`config.mk`:
```
export PLATFORM = sky130hd
export DESIGN_NAME = pen_tablet_report_decoder_top
export DESIGN_NICKNAME = d
export VERILOG_FILES = /design/src/hw/rtl/ptrd_pkg.sv /design/src/hw/rtl/pen_tablet_report_decoder_top.sv /design/src/hw/rtl/ptrd_assembler.sv /design/src/hw/rtl/ptrd_state_ram.sv /design/src/hw/rtl/ptrd_update.sv /design/src/hw/rtl/ptrd_out_fifo.sv
export SDC_FILE = /design/constraint.sdc
export NUM_CORES = 1
export LEC_CHECK = 0
export ABC_AREA = 0
export BUFFER_PORTS_ARGS = -buffer_cell sky130_fd_sc_hd__buf_2
export CORE_UTILIZATION = 66
export CTS_CLUSTER_SIZE = 25
export DETAILED_ROUTE_END_ITERATION = 7
export PLACE_DENSITY_LB_ADDON = 0.12
export SETUP_SLACK_MARGIN = 0.3
export SYNTH_ARGS = -nofsm -noshare
export SYNTH_HDL_FRONTEND = slang
export SYNTH_SLANG_ARGS = --single-unit
```
`constraint.sdc`:
```
create_clock -name clk -period 33.2 [get_ports clk]
set_input_delay 6.64 -clock clk [delete_from_list [all_inputs] [get_ports clk]]
set_output_delay 6.64 -clock clk [all_outputs]
set_load 0.02 [all_outputs]
```
`src/hw/rtl/ptrd_pkg.sv`:
```
// Shared types and constants for the pen tablet report decoder.
package ptrd_pkg;

	localparam int REPORT_BYTES   = 10;
	localparam int MIN_REPORT     = 3;
	localparam int PEN_REPORT_MIN = 8;
	localparam int LEN_W          = 4;
	localparam int OUT_DEPTH      = 3;
	localparam int CNT_W          = 2;
	localparam int PTR_W          = 2;
	localparam int IN_TDATA_W     = 16;
	localparam int OUT_TDATA_W    = 112;

	typedef enum logic [2:0] {
		CFG_ACTIVE_MASK = 3'd0,
		CFG_EVENT_MASK  = 3'd1,
		CFG_CONTACT_THR = 3'd2,
		CFG_PEN_CODE    = 3'd3,
		CFG_PROX_CODE   = 3'd4,
		CFG_BUTTON_CODE = 3'd5,
		CFG_ERASER_MASK = 3'd6,
		CFG_STYLUS_MASK = 3'd7
	} cfg_index_t;

	typedef enum logic [1:0] {
		TOOL_UNKNOWN = 2'd0,
		TOOL_STYLUS  = 2'd1,
		TOOL_ERASER  = 2'd2
	} tool_t;

	typedef struct packed {
		logic [3:0]  device_active;
		logic [3:0]  event_enable;
		logic [15:0] contact_threshold;
		logic [7:0]  pen_code;
		logic [7:0]  prox_code;
		logic [7:0]  button_code;
		logic [7:0]  eraser_mask;
		logic [7:0]  stylus_mask;
	} cfg_t;

	// per-device pen state, one memory word
	typedef struct packed {
		logic [15:0] x;
		logic [15:0] y;
		logic [15:0] pressure;
		logic [7:0]  buttons;
		logic [7:0]  tilt_y;
		logic [7:0]  tilt_x;
		tool_t       tool;
		logic        contact;
		logic        prox;
	} pen_state_t;

	typedef struct packed {
		logic [1:0]                    dev;
		logic [LEN_W-1:0]              len;
		logic [REPORT_BYTES-1:0][7:0]  bytes;
		logic [31:0]                   tick;
	} report_t;

	// laid out as the output tdata, lowest field last
	typedef struct packed {
		logic [31:0]       event_time;
		logic              touching;
		logic              near_surface;
		logic [7:0]        button_bits;
		logic [1:0]        tool_kind;
		logic signed [7:0] pen_tilt_y;
		logic signed [7:0] pen_tilt_x;
		logic [15:0]       pen_pressure;
		logic [15:0]       pen_y;
		logic [15:0]       pen_x;
		logic [1:0]        event_device;
	} ev_data_t;

	typedef struct packed {
		logic [7:0] kind;
		ev_data_t   data;
	} event_t;

endpackage

```
`src/hw/rtl/pen_tablet_report_decoder_top.sv`:
```
// Pen tablet report decoder: top level with configuration and stream ports.
// Path: the accepted last report byte loads the stage-one report register, the
//   update stage decodes it and pushes the event into the queue that drives m_axis.
// Throughput: one transaction per cycle; tready drops only while the
//   three-entry event queue plus the item in the state update stage is full.
// Reset (arst_n low, asynchronous): registers to their reset values, tick count,
//   byte count, state valid bits and event queue cleared; no clearing pass.
module pen_tablet_report_decoder_top #(
	parameter int DEVICES = 4
) (
	input  logic                                clk,
	input  logic                                arst_n,
	input  logic                                s_axis_tvalid,
	output logic                                s_axis_tready,
	// [1:0] device, [9:2] data_byte, [15:10] zero
	input  logic [ptrd_pkg::IN_TDATA_W-1:0]     s_axis_tdata,
	input  logic                                s_axis_tlast,  // last_byte
	input  logic [0:0]                          s_axis_tuser,  // [0] action
	output logic                                m_axis_tvalid,
	input  logic                                m_axis_tready,
	// [1:0] event_device, [17:2] pen_x, [33:18] pen_y, [49:34] pen_pressure,
	// [57:50] pen_tilt_x, [65:58] pen_tilt_y, [67:66] tool_kind,
	// [75:68] button_bits, [76] near_surface, [77] touching,
	// [109:78] event_time, [111:110] zero
	output logic [ptrd_pkg::OUT_TDATA_W-1:0]    m_axis_tdata,
	output logic [7:0]                          m_axis_tuser,  // event_kind
	input  logic                                cfg_wr_en,
	input  logic [2:0]                          cfg_index,
	input  logic [15:0]                         cfg_data
);
	import ptrd_pkg::*;

	cfg_t             cfg_q;
	logic             in_fire;
	logic             rep_valid_s1;
	report_t          rep_s1;
	pen_state_t       old_state;
	logic             wr_en;
	logic [1:0]       wr_dev;
	pen_state_t       wr_data;
	logic             ev_push;
	event_t           ev;
	event_t           ev_head;
	logic             pop;
	logic [CNT_W-1:0] fifo_count;

	// Configuration registers; the user must write them only while the block is idle, which the block does not enforce.
	always_ff @(posedge clk or negedge arst_n) begin
		if (!arst_n) begin
			cfg_q.device_active     <= '0;
			cfg_q.event_enable      <= '0;
			cfg_q.contact_threshold <= '0;
			cfg_q.pen_code          <= 8'd1;
			cfg_q.prox_code         <= 8'd2;
			cfg_q.button_code       <= 8'd3;
			cfg_q.eraser_mask       <= '0;
			cfg_q.stylus_mask       <= '0;
		end else if (cfg_wr_en) begin
			case (cfg_index_t'(cfg_index))
				CFG_ACTIVE_MASK: cfg_q.device_active     <= cfg_data[3:0];
				CFG_EVENT_MASK:  cfg_q.event_enable      <= cfg_data[3:0];
				CFG_CONTACT_THR: cfg_q.contact_threshold <= cfg_data;
				CFG_PEN_CODE:    cfg_q.pen_code          <= cfg_data[7:0];
				CFG_PROX_CODE:   cfg_q.prox_code         <= cfg_data[7:0];
				CFG_BUTTON_CODE: cfg_q.button_code       <= cfg_data[7:0];
				CFG_ERASER_MASK: cfg_q.eraser_mask       <= cfg_data[7:0];
				CFG_STYLUS_MASK: cfg_q.stylus_mask       <= cfg_data[7:0];
				default:         cfg_q                   <= cfg_q;
			endcase
		end
	end

	// Credit check: queue entries plus the stage-one item must leave a free
	// slot for whatever we accept now. Registers only, no path from m_axis_tready.
	assign s_axis_tready = ((CNT_W + 1)'(fifo_count) + (CNT_W + 1)'(rep_valid_s1))
	                       < (CNT_W + 1)'(OUT_DEPTH);
	assign in_fire = s_axis_tvalid && s_axis_tready;

	// Stage 0: byte buffer, tick count; state read issued with the incoming device.
	ptrd_assembler u_asm (
		.clk          (clk),
		.arst_n       (arst_n),
		.in_fire      (in_fire),
		.in_tick      (s_axis_tuser[0]),
		.in_dev       (s_axis_tdata[1:0]),
		.in_byte      (s_axis_tdata[9:2]),
		.in_last      (s_axis_tlast),
		.rep_valid_s1 (rep_valid_s1),
		.rep_s1       (rep_s1)
	);

	// Read data lands in stage 1; a write to the same device one transaction
	// earlier is forwarded.
	ptrd_state_ram #(
		.DEVICES (DEVICES)
	) u_ram (
		.clk     (clk),
		.arst_n  (arst_n),
		.rd_dev  (s_axis_tdata[1:0]),
		.wr_en   (wr_en),
		.wr_dev  (wr_dev),
		.wr_data (wr_data),
		.rd_data (old_state)
	);

	// Stage 1: decode, merge with stored state, write back, raise an event.
	ptrd_update #(
		.DEVICES (DEVICES)
	) u_upd (
		.rep_valid_s1 (rep_valid_s1),
		.rep_s1       (rep_s1),
		.cfg          (cfg_q),
		.old_state    (old_state),
		.wr_en        (wr_en),
		.wr_dev       (wr_dev),
		.wr_data      (wr_data),
		.ev_push      (ev_push),
		.ev           (ev)
	);

	assign pop = m_axis_tvalid && m_axis_tready;

	ptrd_out_fifo u_fifo (
		.clk       (clk),
		.arst_n    (arst_n),
		.push      (ev_push),
		.din       (ev),
		.pop       (pop),
		.not_empty (m_axis_tvalid),
		.dout      (ev_head),
		.count     (fifo_count)
	);

	assign m_axis_tdata = {(OUT_TDATA_W - $bits(ev_data_t))'(0), ev_head.data};
	assign m_axis_tuser = ev_head.kind;

	// An accepted last report byte always reaches the update stage next cycle.
	a_last_reaches_s1: assert property (@(posedge clk) disable iff (!arst_n)
		in_fire && !s_axis_tuser[0] && s_axis_tlast |=> rep_valid_s1)
		else $error("last byte did not reach update stage");

	// State is only written for an active device with a live report.
	a_write_active: assert property (@(posedge clk) disable iff (!arst_n)
		wr_en |-> rep_valid_s1 && cfg_q.device_active[rep_s1.dev])
		else $error("state write for inactive device");

	// Events only for devices with events enabled.
	a_event_enabled: assert property (@(posedge clk) disable iff (!arst_n)
		ev_push |-> cfg_q.event_enable[rep_s1.dev])
		else $error("event from disabled device");

	// The credit scheme must keep the event queue from overflowing.
	a_no_overflow: assert property (@(posedge clk) disable iff (!arst_n)
		ev_push |-> (fifo_count != CNT_W'(OUT_DEPTH)) || pop)
		else $error("event queue overflow");

endmodule

```
`src/hw/rtl/ptrd_assembler.sv`:
```
// Report byte assembly, tick counter and the stage-one report register.
module ptrd_assembler (
	input  logic              clk,
	input  logic              arst_n,
	input  logic              in_fire,
	input  logic              in_tick,
	input  logic [1:0]        in_dev,
	input  logic [7:0]        in_byte,
	input  logic              in_last,
	output logic              rep_valid_s1,
	output ptrd_pkg::report_t rep_s1
);
	import ptrd_pkg::*;

	logic [7:0]                   rbuf_q [REPORT_BYTES];
	logic [LEN_W-1:0]             bytes_seen_q;
	logic [31:0]                  tick_q;
	logic                         room;
	logic                         byte_fire;
	logic                         rep_fire;
	logic [LEN_W-1:0]             len_next;
	logic [REPORT_BYTES-1:0][7:0] merged;

	assign room      = bytes_seen_q < LEN_W'(REPORT_BYTES);
	assign byte_fire = in_fire && !in_tick;
	assign rep_fire  = byte_fire && in_last;
	assign len_next  = room ? bytes_seen_q + LEN_W'(1) : bytes_seen_q;

	// buffer as it stands once the current byte is in
	always_comb begin
		for (int i = 0; i < REPORT_BYTES; i++) begin
			merged[i] = (room && bytes_seen_q == LEN_W'(i)) ? in_byte : rbuf_q[i];
		end
	end

	always_ff @(posedge clk or negedge arst_n) begin
		if (!arst_n) begin
			bytes_seen_q <= '0;
			tick_q       <= '0;
			rep_valid_s1 <= 1'b0;
		end else begin
			rep_valid_s1 <= rep_fire;
			if (in_fire && in_tick) begin
				tick_q <= tick_q + 32'd1;
			end
			if (byte_fire) begin
				bytes_seen_q <= in_last ? '0 : len_next;
			end
		end
	end

	always_ff @(posedge clk) begin
		if (byte_fire && room) begin
			rbuf_q[bytes_seen_q] <= in_byte;
		end
		if (rep_fire) begin
			rep_s1.dev   <= in_dev;
			rep_s1.len   <= len_next;
			rep_s1.bytes <= merged;
			rep_s1.tick  <= tick_q;
		end
	end

endmodule

```
`src/hw/rtl/ptrd_state_ram.sv`:
```
// Per-device pen state memory with valid bits and write-to-read forwarding.
module ptrd_state_ram #(
	parameter int DEVICES = 4
) (
	input  logic                 clk,
	input  logic                 arst_n,
	input  logic [1:0]           rd_dev,
	input  logic                 wr_en,
	input  logic [1:0]           wr_dev,
	input  ptrd_pkg::pen_state_t wr_data,
	output ptrd_pkg::pen_state_t rd_data
);
	import ptrd_pkg::*;

	localparam int AW = (DEVICES > 1) ? $clog2(DEVICES) : 1;

	pen_state_t         mem_q [DEVICES];
	pen_state_t         rd_q;
	pen_state_t         fwd_data_q;
	logic [DEVICES-1:0] valid_q;
	logic               rd_valid_q;
	logic               fwd_q;
	logic [AW-1:0]      rd_addr;
	logic [AW-1:0]      wr_addr;
	logic               rd_in_range;

	assign rd_addr     = AW'(rd_dev);
	assign wr_addr     = AW'(wr_dev);
	assign rd_in_range = 32'(rd_dev) < DEVICES;

	always_ff @(posedge clk) begin
		if (wr_en) begin
			mem_q[wr_addr] <= wr_data;
		end
		rd_q       <= mem_q[rd_addr];
		fwd_data_q <= wr_data;
	end

	always_ff @(posedge clk or negedge arst_n) begin
		if (!arst_n) begin
			valid_q    <= '0;
			rd_valid_q <= 1'b0;
			fwd_q      <= 1'b0;
		end else begin
			if (wr_en) begin
				valid_q[wr_addr] <= 1'b1;
			end
			rd_valid_q <= rd_in_range && valid_q[rd_addr];
			fwd_q      <= wr_en && (wr_dev == rd_dev);
		end
	end

	// never-written entries read as the reset state
	assign rd_data = fwd_q ? fwd_data_q : (rd_valid_q ? rd_q : '0);

endmodule

```
`src/hw/rtl/ptrd_update.sv`:
```
// Report decode, pen state update and change detection.
module ptrd_update #(
	parameter int DEVICES = 4
) (
	input  logic                 rep_valid_s1,
	input  ptrd_pkg::report_t    rep_s1,
	input  ptrd_pkg::cfg_t       cfg,
	input  ptrd_pkg::pen_state_t old_state,
	output logic                 wr_en,
	output logic [1:0]           wr_dev,
	output ptrd_pkg::pen_state_t wr_data,
	output logic                 ev_push,
	output ptrd_pkg::event_t     ev
);
	import ptrd_pkg::*;

	logic       is_pen;
	logic       is_prox;
	logic       is_button;
	logic       len_ok;
	logic       dev_ok;
	logic       changed;
	logic [7:0] b [REPORT_BYTES];
	pen_state_t nxt;
	pen_state_t cmp;

	always_comb begin
		for (int i = 0; i < REPORT_BYTES; i++) begin
			b[i] = rep_s1.bytes[i];
		end
	end

	// pen code wins over proximity, proximity over button
	assign is_pen    = b[0] == cfg.pen_code;
	assign is_prox   = !is_pen && b[0] == cfg.prox_code;
	assign is_button = !is_pen && !is_prox && b[0] == cfg.button_code;
	assign dev_ok    = (32'(rep_s1.dev) < DEVICES) && cfg.device_active[rep_s1.dev];
	assign len_ok    = is_pen ? rep_s1.len >= LEN_W'(PEN_REPORT_MIN)
	                          : rep_s1.len >= LEN_W'(MIN_REPORT);

	always_comb begin
		nxt = old_state;
		if (is_pen) begin
			nxt.x        = {b[2], b[1]};
			nxt.y        = {b[4], b[3]};
			nxt.pressure = {b[6], b[5]};
			nxt.buttons  = b[7];
			nxt.prox     = ({b[6], b[5]} != 16'd0) || (b[7] != 8'd0);
			nxt.contact  = {b[6], b[5]} > cfg.contact_threshold;
			if (rep_s1.len >= LEN_W'(REPORT_BYTES)) begin
				nxt.tilt_x = b[8];
				nxt.tilt_y = b[9];
			end
			if ((b[7] & cfg.eraser_mask) != 8'd0) begin
				nxt.tool = TOOL_ERASER;
			end else if ((b[7] & cfg.stylus_mask) != 8'd0) begin
				nxt.tool = TOOL_STYLUS;
			end
		end else if (is_prox) begin
			nxt.prox     = b[1] != 8'd0;
			nxt.contact  = 1'b0;
			nxt.pressure = 16'd0;
		end else if (is_button) begin
			nxt.buttons = b[1];
		end
	end

	// tool change alone is not an event
	always_comb begin
		cmp      = nxt;
		cmp.tool = old_state.tool;
	end
	assign changed = cmp != old_state;

	assign wr_en   = rep_valid_s1 && dev_ok && len_ok && (is_pen || is_prox || is_button);
	assign wr_dev  = rep_s1.dev;
	assign wr_data = nxt;
	assign ev_push = wr_en && changed && cfg.event_enable[rep_s1.dev];

	always_comb begin
		ev.kind              = b[0];
		ev.data.event_time   = rep_s1.tick;
		ev.data.touching     = nxt.contact;
		ev.data.near_surface = nxt.prox;
		ev.data.button_bits  = nxt.buttons;
		ev.data.tool_kind    = nxt.tool;
		ev.data.pen_tilt_y   = $signed(nxt.tilt_y);
		ev.data.pen_tilt_x   = $signed(nxt.tilt_x);
		ev.data.pen_pressure = nxt.pressure;
		ev.data.pen_y        = nxt.y;
		ev.data.pen_x        = nxt.x;
		ev.data.event_device = rep_s1.dev;
	end

endmodule

```
`src/hw/rtl/ptrd_out_fifo.sv`:
```
// Small event queue in front of the output stream.
module ptrd_out_fifo (
	input  logic                   clk,
	input  logic                   arst_n,
	input  logic                   push,
	input  ptrd_pkg::event_t       din,
	input  logic                   pop,
	output logic                   not_empty,
	output ptrd_pkg::event_t       dout,
	output logic [ptrd_pkg::CNT_W-1:0] count
);
	import ptrd_pkg::*;

	event_t           fifo_q [OUT_DEPTH];
	logic [PTR_W-1:0] wr_ptr_q;
	logic [PTR_W-1:0] rd_ptr_q;
	logic [CNT_W-1:0] count_q;

	function automatic logic [PTR_W-1:0] ptr_inc(input logic [PTR_W-1:0] p);
		return (p == PTR_W'(OUT_DEPTH - 1)) ? '0 : p + PTR_W'(1);
	endfunction

	always_ff @(posedge clk) begin
		if (push) begin
			fifo_q[wr_ptr_q] <= din;
		end
	end

	always_ff @(posedge clk or negedge arst_n) begin
		if (!arst_n) begin
			wr_ptr_q <= '0;
			rd_ptr_q <= '0;
			count_q  <= '0;
		end else begin
			if (push) begin
				wr_ptr_q <= ptr_inc(wr_ptr_q);
			end
			if (pop) begin
				rd_ptr_q <= ptr_inc(rd_ptr_q);
			end
			case ({push, pop})
				2'b10:   count_q <= count_q + CNT_W'(1);
				2'b01:   count_q <= count_q - CNT_W'(1);
				default: count_q <= count_q;
			endcase
		end
	end

	assign not_empty = count_q != '0;
	assign dout      = fifo_q[rd_ptr_q];
	assign count     = count_q;

endmodule
```
== After elaboration in Yosys (flattened, before gate mapping) ==
Memory sizes are Yosys's and may differ from the RTL's. A register that Yosys moved wholly into a read port is not among the register bits.
Index checks and enable logic that the tools add are counted.
Operators by class
  reductions and logical operators: 38
  equality and inequality tests: 16
  bitwise gates (word level): 3
  magnitude comparators: 9
  add/subtract/negate cells: 7
  multiplexer cells: 33
Operator list (number)
  76-bit two-way mux: 2
  74-bit inequality test: 1
  32-bit by 1-bit adder with 32-bit output (second input constant): 1
  16-bit two-way mux: 2
  32-bit two-way mux: 1
  8-bit nonzero test: 4
  8-bit equality test: 3
  24-bit two-way mux: 1
  18-bit two-way mux: 1
  8-bit bitwise AND: 2
  16-bit greater-than comparator: 1
  1-bit logical AND: 16
  8-bit two-way mux: 2
  2-bit AND reduction: 8
  16-bit nonzero test: 1
  3-bit equality test (second input constant): 4
  2-bit two-way mux: 6
  1-bit two-way mux: 11
  4-bit greater-or-equal comparator (second input constant): 2
  4-bit two-way mux: 2
  2-bit by 1-bit adder with 2-bit output (second input constant): 3
  1-bit binary-select mux with 2-bit select: 3
  2-bit equality test (second input constant): 3
  3-bit by 2-bit equality test with 1-bit output (second input constant): 2
  other kinds (18): 24
Storage, ports and cells
  memories kept: 3
  bits in writable memories: 738
  flip-flop bits (word level): 227
  output and inout port bits: 122
Memories
  u_fifo.fifo_q: depth 3, width 118, read ports 1, clocked after memory_dff 0, write ports 1, line ptrd_out_fifo.sv:14  | event_t fifo_q [OUT_DEPTH];
  u_ram.mem_q: depth 4, width 76, read ports 1, clocked after memory_dff 1, write ports 1, line ptrd_state_ram.sv:17  | pen_state_t mem_q [DEVICES];
  u_asm.rbuf_q: depth 10, width 8, read ports 10, clocked after memory_dff 10, write ports 1, line ptrd_assembler.sv:15  | logic [7:0] rbuf_q [REPORT_BYTES];

== Depth between registers and ports, before layout ==
  word-level depth: 14
  mapped depth: 15
  gate-level depth less buffers: 14

== Cells and area by module ==
A second synthesis with hierarchy kept.
Unflattened totals
  cells, all modules: 2655
  area, all modules: 43884.6 um^2
Modules (own cells, without submodules)
  ptrd_state_ram: area each 15034.4 um^2, cells an instance 665, sequential area each 12321.8 um^2, times used 1
  ptrd_out_fifo: area each 13469.2 um^2, cells an instance 771, sequential area each 10780.3 um^2, times used 1
  ptrd_assembler: area each 8795.9 um^2, cells an instance 480, sequential area each 6871.6 um^2, times used 1
  ptrd_update: area each 3983.8 um^2, cells an instance 588, sequential area each 0.0 um^2, times used 1
  pen_tablet_report_decoder_top: area each 2601.2 um^2, cells an instance 151, sequential area each 1606.5 um^2, times used 1

== Worst setup path before layout ==
OpenSTA, ideal clock, no wires.
  kind: reg-to-reg
  start: register, netlist name u_asm.rep_s1[32]
  end: memory u_fifo.fifo_q[2][0] in the netlist's numbering, enable pin
  data arrival time: 10.681 ns
  cell stages (with the launch flop): 10
  clock period less this slack: 11.445 ns
  setup slack: 21.755 ns
  library setup time: 0.764 ns
  buffers on the path: 1
  required time: 32.436 ns
  cells stage by stage: edfxtp_1 > xor2_1 > nor4_1 > nand2_1 > clkbuf_1 > nand2_1 > o221ai_1 > nor2b_1 > o31ai_4 > nor3b_1
Between the ends
  word-level cells in the longest chain between the ends: 14
  elaborated cells on any way between the ends: 26
  those cells by class: 4 x eq/ne; 11 x mux; 11 x reduce/logical
RTL lines
  8-bit equality test: line ptrd_update.sv:34  | assign is_pen = b[0] == cfg.pen_code;
  1-bit logical NOT: line ptrd_update.sv:35, ptrd_update.sv:36
  1-bit logical AND: line ptrd_update.sv:35  | assign is_prox = !is_pen && b[0] == cfg.prox_code;
  1-bit logical NOT: line ptrd_update.sv:36  | assign is_button = !is_pen && !is_prox && b[0] == cfg.button_code;
  1-bit logical AND (2 in series): line ptrd_update.sv:36
  8-bit two-way mux: line ptrd_update.sv:63  | end else if (is_button) begin
  8-bit two-way mux: line ptrd_update.sv:59  | end else if (is_prox) begin
  24-bit two-way mux: line ptrd_update.sv:43  | if (is_pen) begin
  74-bit inequality test: line ptrd_update.sv:73  | assign changed = cmp != old_state;
  1-bit logical AND (*) (2 in series): line ptrd_update.sv:78  | assign ev_push = wr_en && changed && cfg.event_enable[rep_s1.dev];
  1-bit two-way mux (*): line ptrd_out_fifo.sv:24  | if (push) begin
  1-bit two-way mux (not written as such) (*): line ptrd_out_fifo.sv:25  | fifo_q[wr_ptr_q] <= din;
  to (decl): line ptrd_out_fifo.sv:14
Mark *: on every way between the ends. The rest lies on a longest branch, timed or not.

== Worst setup path in the final report ==
  start: register u_fifo.rd_ptr_q[1]
  end: output port m_axis_tdata[50] in the netlist's numbering
Between the ends
  word-level cells in the longest chain between the ends: 1
RTL lines
  from (decl): line ptrd_out_fifo.sv:16  | logic [PTR_W-1:0] rd_ptr_q;
  from (signal assigned): line ptrd_out_fifo.sv:39  | rd_ptr_q <= ptr_inc(rd_ptr_q);
  memory read 3 x 118 bit
  to (decl): line pen_tablet_report_decoder_top.sv:25  | output logic [ptrd_pkg::OUT_TDATA_W-1:0] m_axis_tdata,
Every way passes these cells.

==> results.sh <==
export IMPL_status="finished clean"
export IMPL_cts_tree="yes"
export IMPL_final_setup_viol_count=0
export IMPL_syn_to_final_growth_pct=12.2
export IMPL_clock_sinks=1121
export IMPL_drt_total_wl_mm=91.9
export IMPL_path_common_cell="buf_4"
export IMPL_max_freq_mhz=98.4
export IMPL_synth_fa_ha_area_frac=0.00707
export IMPL_hold_path_class="flip-flop to flip-flop"
export IMPL_syn_area_um2=42500
export IMPL_synthArstFlopShare=0.101
export IMPL_worstPathRequired_ns=26.56
export IMPL_num_rows=92
export IMPL_yosysSeqAreaShare=0.743
export IMPL_synth_top_cell_by_area="edfxtp_1"
export IMPL_grt_usage=0.284
export IMPL_grt_pass1_wl_mm=140
export IMPL_io_buffers=155
export IMPL_cp_slowest_cell="dfrtp_4"
export IMPL_cts_htree_levels=3
export IMPL_synth_xor_area_frac=0.0233
export IMPL_final_cells=3728
export IMPL_yosys_top_cells_area="edfxtp_1, dfxtp_1, dfrtp_1"
export IMPL_fin_nets=2857
export IMPL_crit_path_end_kind="output pin"
export IMPL_path_max_fanout=88
export IMPL_synth_compound_area_frac=0.0573
export IMPL_critical_path_class="flip-flop to output pin"
export IMPL_crit_chain="buf_4 > buf_4 > o21ai_0 > buf_2"
export IMPL_maxSlewViolCount=0
export IMPL_rsz0062_at_grt="no"
export IMPL_seq_area_um2=31600
export IMPL_root_buffer="clkbuf_16"
export IMPL_min_period_over_period=0.306
export IMPL_ir_worst_vdd_mv=0.0469
export IMPL_relSlewSlack=0.202
export IMPL_hpwlAfterDp_mm=55.9
export IMPL_clkTransAtPathRegs_ns=0.06
export IMPL_fin_skew_ns=0.0259
export IMPL_vias=23118
export IMPL_worstPathArrival_ns=3.52
export IMPL_synth_warnings=0
export IMPL_first_iter_violations=2227
export IMPL_first_global_vias=23508
export IMPL_ys_types=69
export IMPL_slowest_delay_ns=0.86
export IMPL_wl_per_cell_um=24.6
export IMPL_synth_top_family_by_area="multiplexers"
export IMPL_cts_buffer_depth=3
export IMPL_cts_resized=0
export IMPL_cts_buffers=104
export IMPL_synth_seq_cells=1121
export IMPL_p_leak_nw=16.2
export IMPL_first_pass_iters=6
export IMPL_fin_crit_ns=10.16
export IMPL_start_util=0.671
export IMPL_layout_cells_most_common_list="edfxtp_1, nand2_1, o21ai_0"
export IMPL_viasPerCell=6.20
export IMPL_synth_simple_area_share=0.0461
export IMPL_drive_gt1_frac=0.199
export IMPL_post_cts_buffers=0
export IMPL_place_inst=3531
export IMPL_drc=0
export IMPL_p_per_area_nw_per_um2=68.6
export IMPL_antenna_found_initial=0
export IMPL_multi_input_area_um2=10300
export IMPL_hold_buffers=0
export IMPL_syn_instance_count=2619
export IMPL_worst_pin_slew_ns=1.20
export IMPL_synth_ff_type="edfxtp_1"
export IMPL_syn_avg_cell_area_um2=16.2
export IMPL_grt_max_degree=89
export IMPL_die_y_um=256
export IMPL_synth_edf_count=856
export IMPL_yosysTopAreaCellShare=0.605
export IMPL_final_hold_viol_count=0
export IMPL_ant_nets=0
export IMPL_ios=164
export IMPL_grt_overflow=0
export IMPL_final_common_cell="edfxtp_1"
export IMPL_final_setup_tns_ns=0
export IMPL_final_util=0.754
export IMPL_drv_cap=0
export IMPL_fillCellCount=3751
export IMPL_synth_mux_area_fraction=0.106
export IMPL_core_um2=63300
export IMPL_gp_congestion=0.926
export IMPL_fp_dieW_um=256
export IMPL_insertion_delay_ns=0.66
export IMPL_startpoint_type="flip-flop"
export IMPL_die_area_um2=65400
metal layers:
layer	share of wire	track usage	vias up
li1	-	-	10296
met1	0.40	0.391	11736
met2	0.50	0.470	923
met3	0.075	0.0466	163
met4	0.025	0.0918	0
met5	0	0	-
final cells by class:
| class | instances | share of cell area |
|---|---|---|
| inverter | 66 | 0.00519 |
| antenna | 1 | 0.0000525 |
| timing repair buffer | 184 | 0.0210 |
| clock inverter | 54 | 0.0126 |
| tap | 846 | 0.0222 |
| sequential | 1121 | 0.662 |
| multi-input combinational | 1314 | 0.215 |
| clock buffer | 142 | 0.0618 |
cell families after synthesis:
| kind of cell | count (synthesis) |
|---|---|
| other | 1 |
| adders and majority gates | 24 |
| muxes | 335 |
| AOI/OAI and AO/OA | 390 |
| and+or+nand+nor | 450 |
| DFF | 1121 |
| buffers and inverters | 185 |
| xor gates and xnor gates | 113 |
worst paths after layout:
kind	from	to	slack, ns	cells past startpoint
max	u_fifo.rd_ptr_q[1]$_DFFE_PN0P_	m_axis_tdata[50]	23.04	4
min	u_ram.valid_q[0]$_DFFE_PN0P_	u_ram.valid_q[0]$_DFFE_PN0P_	0.47	1
max reg2reg	u_ram.rd_valid_q$_DFF_PN0_	u_fifo.fifo_q[2][32]$_DFFE_PP_	26.84	11
min reg2reg	u_ram.valid_q[0]$_DFFE_PN0P_	u_ram.valid_q[0]$_DFFE_PN0P_	0.47	1
max in group asynchronous	arst_n	u_fifo.rd_ptr_q[1]$_DFFE_PN0P_	25.75	2
min in group asynchronous	arst_n	u_ram.valid_q[2]$_DFFE_PN0P_	5.98	1
report_power, final:
group / switching (mW) / internal, mW / total, mW
logic: 0.284 / 0.162 / 0.446
registers: 0.0551 / 1.55 / 1.61
clock network: 0.498 / 0.722 / 1.22
metrics by stage:
step / setup slack (ns) / area [um^2] / hold slack (ns) / power, mW
3_5_place_dp: 23.64 / 44200 / 0.456 / 2.08
4_1_cts: 22.94 / 47700 / 0.471 / 3.29
2_1_floorplan: 21.76 / 42500 / 0.434 / 1.93
5_1_grt: 22.74 / 47700 / 0.477 / 3.38
6_report: 23.04 / 47700 / 0.468 / 3.27
3_3_place_gp: 23.69 / 44200 / 0.442 / 2.07
flip-flops by register name (all words and copies together) (netlist names), 4 cells and up:
register            cells
u_asm.bytes_seen_q      4
u_ram.mem_q           304
cfg_q                  64
u_ram.valid_q           4
u_fifo.fifo_q         354
u_asm.rep_s1          118
u_asm.tick_q           32
u_asm.rbuf_q           80
u_ram.fwd_data_q       76
u_ram.rd_q             76
synthesized netlist by cell type (19+ instances only):
library cell / count
dfrtp_1: 109
nand3_1: 27
xor2_1: 41
mux2_2: 117
ha_1: 24
nor4_1: 19
mux4_2: 79
o21ai_0: 166
nand2_1: 250
edfxtp_1: 856
mux2i_1: 137
inv_1: 64
xnor2_1: 72
a22oi_1: 79
buf_1: 21
nand4_1: 24
clkbuf_1: 81
nor2_1: 79
dfxtp_1: 152
a21oi_1: 64
critical path, delay by kind of cell (launching register included):
kind / cells / cell delay, ns
compound gates: 1 / 0.29
buf+inv: 3 / 1.64
flops: 1 / 0.86
Power figures use the tool's default switching activity.
